===== src/hw/rtl/ccpc_pkg.sv =====
// Shared constants, types and action codes for the character-cell priority compositor.
// Depends on nothing; the top level and the register file refer to it by scoped names, and the testbench imports it.

package ccpc_pkg;

  // Frame store geometry: cells are addressed row * MAX_COLUMNS + column.
  localparam int MAX_COLUMNS = 128;
  localparam int MAX_ROWS    = 64;
  localparam int CELL_COUNT  = MAX_COLUMNS * MAX_ROWS;
  localparam int ADDR_W      = (CELL_COUNT > 1) ? $clog2(CELL_COUNT) : 1;

  // Widths of the visible-size limits (they must hold MAX_COLUMNS and MAX_ROWS themselves).
  localparam int VIS_W_BITS = 9;
  localparam int VIS_H_BITS = 8;

  // Action codes carried by an input beat; the unused code behaves as a read.
  localparam logic [1:0] ACT_CLEAR = 2'd0;
  localparam logic [1:0] ACT_DRAW  = 2'd1;
  localparam logic [1:0] ACT_READ  = 2'd2;

  // Configuration register indexes.
  localparam logic REG_WIDTH  = 1'b0;
  localparam logic REG_HEIGHT = 1'b1;

  localparam logic [7:0] RESET_WIDTH  = 8'd80;
  localparam logic [6:0] RESET_HEIGHT = 7'd25;

  typedef struct packed {
    logic [7:0] width;
    logic [6:0] height;
  } ccpc_cfg_t;

  typedef struct packed {
    logic [7:0]  glyph;
    logic [15:0] color;
    logic [15:0] prio;
  } ccpc_cell_t;

  localparam int CELL_W = $bits(ccpc_cell_t);

  // A cleared cell: a space, colour zero and priority minus one.
  localparam ccpc_cell_t BLANK_CELL = '{glyph: 8'd32, color: 16'd0, prio: 16'hFFFF};

endpackage


===== src/hw/rtl/ccpc_cfg_regs.sv =====
// APB-style register file holding the configured screen width and height.
// Depends on ccpc_pkg for the register indexes, reset values and the config struct.

module ccpc_cfg_regs (
  input  logic              clk,
  input  logic              rst_n,
  input  logic              psel,
  input  logic              penable,
  input  logic              pwrite,
  input  logic [2:0]        paddr,
  input  logic [31:0]       pwdata,
  output logic [31:0]       prdata,
  output logic              pready,
  output ccpc_pkg::ccpc_cfg_t cfg
);

  ccpc_pkg::ccpc_cfg_t cfg_r;
  ccpc_pkg::ccpc_cfg_t cfg_nxt;
  logic                wr_en;

  // Byte lanes within a word are ignored, so bit 2 selects the register.
  assign wr_en = psel && penable && pwrite && pready;

  always_comb begin
    cfg_nxt = cfg_r;
    if (wr_en) begin
      unique case (paddr[2])
        ccpc_pkg::REG_WIDTH:  cfg_nxt.width  = pwdata[7:0];
        ccpc_pkg::REG_HEIGHT: cfg_nxt.height = pwdata[6:0];
        default:              cfg_nxt = cfg_r;
      endcase
    end
  end

  always_ff @(posedge clk) begin
    if (!rst_n) begin
      cfg_r.width  <= ccpc_pkg::RESET_WIDTH;
      cfg_r.height <= ccpc_pkg::RESET_HEIGHT;
    end else begin
      cfg_r <= cfg_nxt;
    end
  end

  always_comb begin
    unique case (paddr[2])
      ccpc_pkg::REG_WIDTH:  prdata = {24'd0, cfg_r.width};
      ccpc_pkg::REG_HEIGHT: prdata = {25'd0, cfg_r.height};
      default:              prdata = 32'd0;
    endcase
  end

  assign pready = 1'b1;
  assign cfg    = cfg_r;

endmodule


===== config.mk =====
export PLATFORM = sky130hd
export DESIGN_NAME = ccpc_cfg_regs
export DESIGN_NICKNAME = d
export VERILOG_FILES = /design/src/hw/rtl/ccpc_pkg.sv /design/src/hw/rtl/ccpc_cfg_regs.sv
export SDC_FILE = /design/constraint.sdc
export NUM_CORES = 1
export LEC_CHECK = 0
export ABC_CLOCK_PERIOD_IN_PS = 1300
export BUFFER_PORTS_ARGS = -buffer_cell sky130_fd_sc_hd__buf_2
export CAP_MARGIN = 10
export CORE_ASPECT_RATIO = 1.75
export CORE_MARGIN = 2
export CORE_UTILIZATION = 36
export DETAILED_ROUTE_END_ITERATION = 8
export GPL_ROUTABILITY_DRIVEN = 1
export GPL_TIMING_DRIVEN = 0
export PLACE_DENSITY = 0.76
export SETUP_SLACK_MARGIN = 0.05
export SLEW_MARGIN = 40
export SYNTH_ARGS = -nofsm -noshare
export SYNTH_HDL_FRONTEND = slang
export SYNTH_SLANG_ARGS = --single-unit

===== constraint.sdc =====
create_clock -name clk -period 1.3 [get_ports clk]
set_clock_uncertainty 0.15 [all_clocks]
set_input_delay 0.195 -clock clk [delete_from_list [all_inputs] [get_ports clk]]
set_output_delay 0.195 -clock clk [all_outputs]
set_load 0.005 [all_outputs]

==> impl_results.md, run 1 <==
- Initial antenna violation count: 0
- HP Start: pwdata[7]
- Mux cell area share after synthesis: 0.245
- Max-Cap Viols: 0
- Placement Cell Area: 1230 um^2
- Hold Vio Cnt, Final: 0
- R2r worst-path depth: 3
- Share of layout cells above drive strength 1: 0.605
- Kind of end point of the critical path: output port
- Setup TNS: 0 ns
- First-pass GRT wire length: 3450 um
- Ys Warns: 0
- TritonRoute pass-1 iters: 3
- Final max-slew violation count: 0
- Most frequent cells in the layout: 35 x buf_4, 33 x buf_2, 25 x conb_1, 17 x nand2_1
- Pwr per Cell Area: 743 nW/um^2
- WL met3: between 150 and 200 um
- Clock-pin slew on the worst setup and hold paths: around 0.060 ns
- Clock latency on the worst-skew pair: 0.24 ns
- DP Cell Count: around 180
- Adder-Cell Fraction of Synth Area: 0
- Hold-fix buffer count after cts: 0
- Vias in the first global route: 798
- Chip height: approximately 70 um
- Min Clock Period, post-route: 1.29 ns
- Clock sink count: 15
- Required @ worst endpoint: about 0.95 ns
- Type of the worst min-delay path: in2reg
- Post-Synth XOR/XNOR Area: 0
- Synth top area share: 0.321
- Root Buffer: clkbuf_8
- Core Area: approximately 2500 um^2
- Syn_area_per_cell: around 9.4 um^2
- GRT Overall Usage: 0.149
- Synth Area in Compound Gates: 0
- Vias: 829
- DRC errors left: 0
- WHS Path Cells: 3
- Setup CP Type: reg2out
- Crit path max fanout: 2
- CTS Buf Count: 3
- Initial DRC count: 18
- Layout fillers: 245
- # H-tree levels: 1
- N_diodes: 0
- RSZ-0062 raised after global routing: yes
- Final Non-Filler Cells: 198
- Total length of routed wires: 2280 um
- Largest net degree at the start of global routing: 11
- Dominant cell type by area after synthesis: dfxtp_1
- Max Used Layer: met4
- Data arrival, critical path: roughly 0.94 ns
- Die X: approximately 43 um
- Routed met2 length: around 1300 um
- Synth Register Bits: 15
- WL met1: approximately 750 um
- Worst Setup Start Kind: flop
- Synth cell types: 14
- Total power: between 1 and 1.5 mW
- Status: complete, no violations
- Gpl congestion: 0.738
- R2R Path Start: cfg[3]
- Final instance area: 1420 um^2
- Largest family of logic cells by synthesized area: multiplexers
- Leak: ~0.77 nW
- Starting density of the core: 0.375
- Fmax: around 780 MHz
- Final setup vio count: 0
- Number of vias per cell: around 4.2
- I/O Pins: 88
- Nets: 213
- Detailed Place HPWL: about 1700 um
- Most common cell after layout, fill and taps aside: buf_4
- CTS tree: built
- Max reg flops: 15
- Tcrit/Tclk final: 0.991
- Mapped Cells: between 90 and 100
- Syn Std Cell Area: between 900 and 1000 um^2
- Routed wire per std cell: roughly 11 um
- Simple-Gate Fraction of Synth Area: 0.185
- I/O Buffers: 36
- Worst VDD drop: just under 0.5 mV
- Full die area: 3040 um^2
- Sequential share of the synthesized area: 0.321
- Synth top area cells: dfxtp_1 32%, buf_4 20%, mux2i_1 16%
- Origin of the worst setup path: cfg[13]
- Area Overhead vs Synth: 52.2%
- CTS max path bufs: 2
- Fin util: 0.571
- Row cnt: 24
- Post-route ant nets: 0
- Total gr overflow: 0
## synthesized netlist by cell type
cell type and n:
and2b_2 1, and4_1 1, and4b_2 1, buf_2 2, buf_4 25, buf_6 2
clkbuf_2 1, conb_1 2, dfxtp_1 15, mux2_2 7, mux2i_1 15, nand2_1 17
nand4b_4 1, nor2b_1 9
## per-layer routing
metal  GRT usage  up-vias
met5           0        -
li1            -      416
met1       0.131      371
met2       0.303       40
met3      0.0327        2
met4      0.0625        0
## worst paths after layout
path / end / slack, ns
setup / recovery: prdata[6] / 0.01
hold / removal: cfg[14] / 0.04
setup reg to reg: cfg[3] / 0.40
hold reg to reg: cfg[14] / 0.31
## critical path: stages, from the launching register on
cell	delay [ns]
dfxtp_2	0.32
mux2_4	0.27
buf_6	0.12
## power by group
group | total [mW] | switching, mW | internal, mW
Sequential | 0.478 | 0.00642 | 0.472
Clock | 0.360 | 0.143 | 0.216
Combinational | 0.219 | 0.0908 | 0.129
Total | 1.06 | 0.241 | 0.817
## logic make-up after synthesis
group	after synthesis
AND/OR/NAND/NOR	30
buffers and inverters	30
multiplexers	22
flip-flops	15
other	2
## repair_timing
action / in CTS / in global routing
buffers inserted: 10 / 0
resized for setup: 13 / 12
setup endpoints to repair: 7 / 8
## area by class of cell
cell class | instances | area, um^2 | share of cell area
Clock buffer | 4 | 45.0 | 0.0317
Buffer | 30 | 225 | 0.158
Tap cell | 26 | 32.5 | 0.0229
Multi-Input combinational cell | 77 | 514 | 0.361
Sequential cell | 15 | 319 | 0.224
Timing Repair Buffer | 46 | 287 | 0.201
## through the flow
stage	worst slack (ns)	hold WS, ns
after global placement	0.0502	0.298
after global routing	-0.0192	0.0516
after detailed placement	0.0270	0.303
final	0.0115	0.0422
after CTS	0.00878	0.0470
after floorplan	0.303	0.187
No activity file was read; power rests on OpenSTA's default activity.
==> run 2: changes to the inputs <==
--- a/config.mk
+++ b/config.mk
@@ -5,16 +5,17 @@
 export SDC_FILE = /design/constraint.sdc
 export NUM_CORES = 1
 export LEC_CHECK = 0
+export ABC_AREA = 1
 export ABC_CLOCK_PERIOD_IN_PS = 1300
 export BUFFER_PORTS_ARGS = -buffer_cell sky130_fd_sc_hd__buf_2
 export CAP_MARGIN = 10
 export CORE_ASPECT_RATIO = 1.75
 export CORE_MARGIN = 2
-export CORE_UTILIZATION = 36
+export CORE_UTILIZATION = 35
 export DETAILED_ROUTE_END_ITERATION = 8
 export GPL_ROUTABILITY_DRIVEN = 1
 export GPL_TIMING_DRIVEN = 0
-export PLACE_DENSITY = 0.76
+export PLACE_DENSITY = 0.75
 export SETUP_SLACK_MARGIN = 0.05
 export SLEW_MARGIN = 40
 export SYNTH_ARGS = -nofsm -noshare
==> run 2 against run 1 <==
Wire length shrank 15%. Global-route usage shrank 1.3 points. Sequential power grew 2%. Total power grew 0.58%. Synthesized cell count grew 41%. Die area shrank 0.92%. Critical endpoint is now prdata[3]. Largest cell class unchanged.
==> impl_results.md, run 2 <==
- Status: complete, no violations (unchanged)
- Die X: 42.3 um (was 42.5 um)
- Cell with the largest stage delay on the worst path: buf_6 (was dfxtp_2)
- R2r endpoint: cfg[9] (was cfg[3])
- Required @ worst endpoint: 0.95 ns (about the same)
- Synth top cells by count: 44 x nand2_1, 26 x buf_4, 22 x nor2_1, 16 x nand3_1, 15 x dfxtp_1 (was 25 x buf_4, 17 x nand2_1, 15 x dfxtp_1, 15 x mux2i_1, 9 x nor2b_1)
- Synth top area share: 0.334 (was 0.321)
- Row cnt: 24 (unchanged)
- Share of layout cells above drive strength 1: 0.345 (was 0.605)
- WHS Path Cells: 3 (unchanged)
- I/O Pins: 88 (unchanged)
- Largest net degree at the start of global routing: 11 (unchanged)
- Fmax: 839 MHz (was 776 MHz)
- Leak: 0.761 nW (was 0.774 nW)
- Crit path largest cell delay: 0.16 ns (was 0.32 ns)
- CTS tree: built (unchanged)
- Total length of routed wires: 1940 um (was 2280 um)
- Min Clock Period, post-route: 1.19 ns (was 1.29 ns)
- Nets: 244 (was 213)
- Full die area: 3010 um^2 (was 3040 um^2)
- Number of vias per cell: 4.03 (was 4.19)
- Largest family of logic cells by synthesized area: simple AND/OR/NAND/NOR gates (was multiplexers)
- Vias in the first global route: 786 (was 798)
- Kind of end point of the critical path: output port (unchanged)
- Final setup vio count: 0 (unchanged)
- Clock sink count: 15 (unchanged)
- Number of synthesized flops with an enable pin: 0 (unchanged)
- Async SR Flop Fraction: 0 (unchanged)
- Post-Synth XOR/XNOR Area: 0 (unchanged)
- Mux cell area share after synthesis: 0 (was 0.245)
- Post-CTS Setup Inserts: 0 (was 10)
- Pwr per Cell Area: 853 nW/um^2 (was 743 nW/um^2)
- Routed wire per std cell: 8.47 um (was 11.5 um)
- Syn_area_per_cell: 6.43 um^2 (was 9.44 um^2)
- Detailed Place HPWL: 1590 um (was 1730 um)
- Clock latency on the worst-skew pair: 0.24 ns (about the same)
- Synth cell types: 12 (was 14)
- Final max-slew violation count: 0 (unchanged)
- # H-tree levels: 1 (unchanged)
- GRT Overall Usage: 0.136 (was 0.149)
- Max-Cap Viols: 0 (unchanged)
- Hold Vio Cnt, Final: 0 (unchanged)
- R2R Setup Slk: 0.56 ns (was 0.40 ns)
- I/O Buffers: 36 (unchanged)
- Synth top area cells: dfxtp_1 33%, buf_4 22%, nand2_1 18% (was dfxtp_1 32%, buf_4 20%, mux2i_1 16%)
- Setup TNS: 0 ns (unchanged)
- Simple-Gate Fraction of Synth Area: 0.384 (was 0.185)
- M3 GR Usage: 0.0332 (was 0.0327)
- Crit path max fanout: 10 (was 2)
- R2R Path Start: cfg[9] (was cfg[3])
- Total gr overflow: 0 (unchanged)
- DRC errors left: 0 (unchanged)
- Post-route ant nets: 0 (unchanged)
- Ys Warns: 0 (unchanged)
- Vias: 924 (was 829)
- Gpl congestion: 0.744 (was 0.738)
- TritonRoute pass-1 iters: 3 (unchanged)
- Crit path max-delay family: buffers and inverters (was flip-flops)
- Most Used Layer, Global Route: met2 (unchanged)
- Dominant cell type by area after synthesis: dfxtp_1 (unchanged)
- Setup CP Type: in2out (was reg2out)
- Main synth FF type: dfxtp_1 (unchanged)
- Crit path buffers/inverters: 4 (was 1)
- Most frequent cell after synthesis: nand2_1 (was buf_4)
- Data arrival, critical path: 0.85 ns (was 0.94 ns)
- Chip height: 71.1 um (was 71.4 um)
- Tcrit/Tclk final: 0.916 (was 0.991)
- Root Buffer: clkbuf_8 (unchanged)
- Most common cell after layout, fill and taps aside: nand2_1 (was buf_4)
- Worst Setup Start Kind: input pin (was flop)
- Type of the worst min-delay path: in2reg (unchanged)
- N_diodes: 0 (unchanged)
- Worst VDD drop: 0.574 mV (was 0.493 mV)
- Grt met1 use: 0.123 (was 0.131)
- Clock-pin slew on the worst setup and hold paths: 0.06 ns (about the same)
- Area Overhead vs Synth: 38.7% (was 52.2%)
- Max reg flops: 15 (unchanged)
- First-pass GRT wire length: 3170 um (was 3450 um)
- HP Start: pwdata[4] (was pwdata[7])
- Sequential share of the synthesized area: 0.334 (was 0.321)
- Initial DRC count: 7 (was 18)
- Core Area: 2460 um^2 (was 2490 um^2)
- Min Hold Slack: 0.0371 ns (was 0.0422 ns)
- Syn Std Cell Area: 900 um^2 (was 935 um^2)
- Mapped Cells: 140 (was 99)
- Total power: 1.06 mW (about the same)
- Initial antenna violation count: 0 (unchanged)
- Most frequent cells in the layout: 44 x nand2_1, 38 x buf_2, 25 x buf_4, 25 x conb_1, 22 x nor2_1 (was 35 x buf_4, 33 x buf_2, 25 x conb_1, 17 x nand2_1)
- Crit path cell chain: buf_2 > inv_2 > buf_6 > nand2_1 > nand2_1 > buf_2 (was mux2_4 > buf_6)
- Hold EP: cfg[4] (was cfg[14])
- Synth Register Bits: 15 (unchanged)
- CTS Buf Count: 3 (unchanged)
- GRT met2 Usage: 0.256 (was 0.303)
- Synth Area in Compound Gates: 0 (unchanged)
- CTS max path bufs: 2 (unchanged)
- R2r worst-path depth: 2 (was 3)
- RSZ-0062 raised after global routing: no (was yes)
- Adder-Cell Fraction of Synth Area: 0 (unchanged)
- Starting density of the core: 0.365 (was 0.375)
run 2: cell types whose count changed in the layout (fill, tap and decap cells not counted), moves of 9 or more:
| cell | change |
|---|---|
| inv_1 | +9 |
| nor2_1 | +22 |
| dfxtp_2 | -15 |
| buf_4 | -10 |
| nor2b_1 | -9 |
| nand3_1 | +16 |
| mux2i_1 | -15 |
| nand2_1 | +27 |
| dfxtp_1 | +15 |
run 2: worst max-delay path by stage:
stage             start        end  cells after the start
6_report       paddr[2]  prdata[3]                      6
5_1_grt        paddr[2]  prdata[3]                      6
4_1_cts        paddr[2]  prdata[3]                      6
3_5_place_dp   paddr[2]  prdata[3]                      6
3_3_place_gp   paddr[2]  prdata[3]                      6
2_1_floorplan      psel    cfg[12]                      6
run 2: logic make-up (layout without fill, tap and decap cells):
| family | Yosys count | count (layout) |
|---|---|---|
| simple gates | 84 | 84 |
| buf+inv | 39 | 79 |
| flops | 15 | 15 |
| other cells | 2 | 25 |
run 2: worst register-to-register path, delay by kind of cell (launching register included):
family,cells,cell delay [ns]
flops,1,0.32
simple gates,2,0.16
run 2: per-layer routing:
layer | wire length [um] | share of wire | up-vias
li1 | - | - | 500
met1 | 704 | 0.36 | 381
met5 | 0 | 0 | -
met3 | 181 | 0.093 | 2
met2 | 1010 | 0.52 | 41
met4 | 40 | 0.021 | 0
run 2: repair_timing:
action,in CTS,in global routing
hold buffers,0,0
setup endpoints to repair,0,7
resized for setup,0,1
endpoints found under the hold margin,0,0
run 2: metrics by stage:
stage	area [um^2]	util	setup slack [ns]	instances
global placement	1200	0.487	0.0714	225
floorplan	986	-	0.325	163
detailed placement	1200	0.487	0.0641	225
CTS	1240	0.505	0.0607	229
finish	1250	0.507	0.109	229
global route	1250	0.507	0.0519	229
run 2: cell type report:
cell class / count / area, um^2
sequential: 15 / 300
tap: 26 / 32.5
multi-input combinational: 109 / 439
fill: 272 / 1210
inverter: 10 / 37.5
clock buffer: 4 / 45.0
timing repair buffer: 36 / 180
buffer: 29 / 213
run 2: power breakdown:
part / switching (mW) / internal (mW)
clock network: 0.143 / 0.216
logic: 0.107 / 0.110
registers: 0.0112 / 0.476
total: 0.261 / 0.803
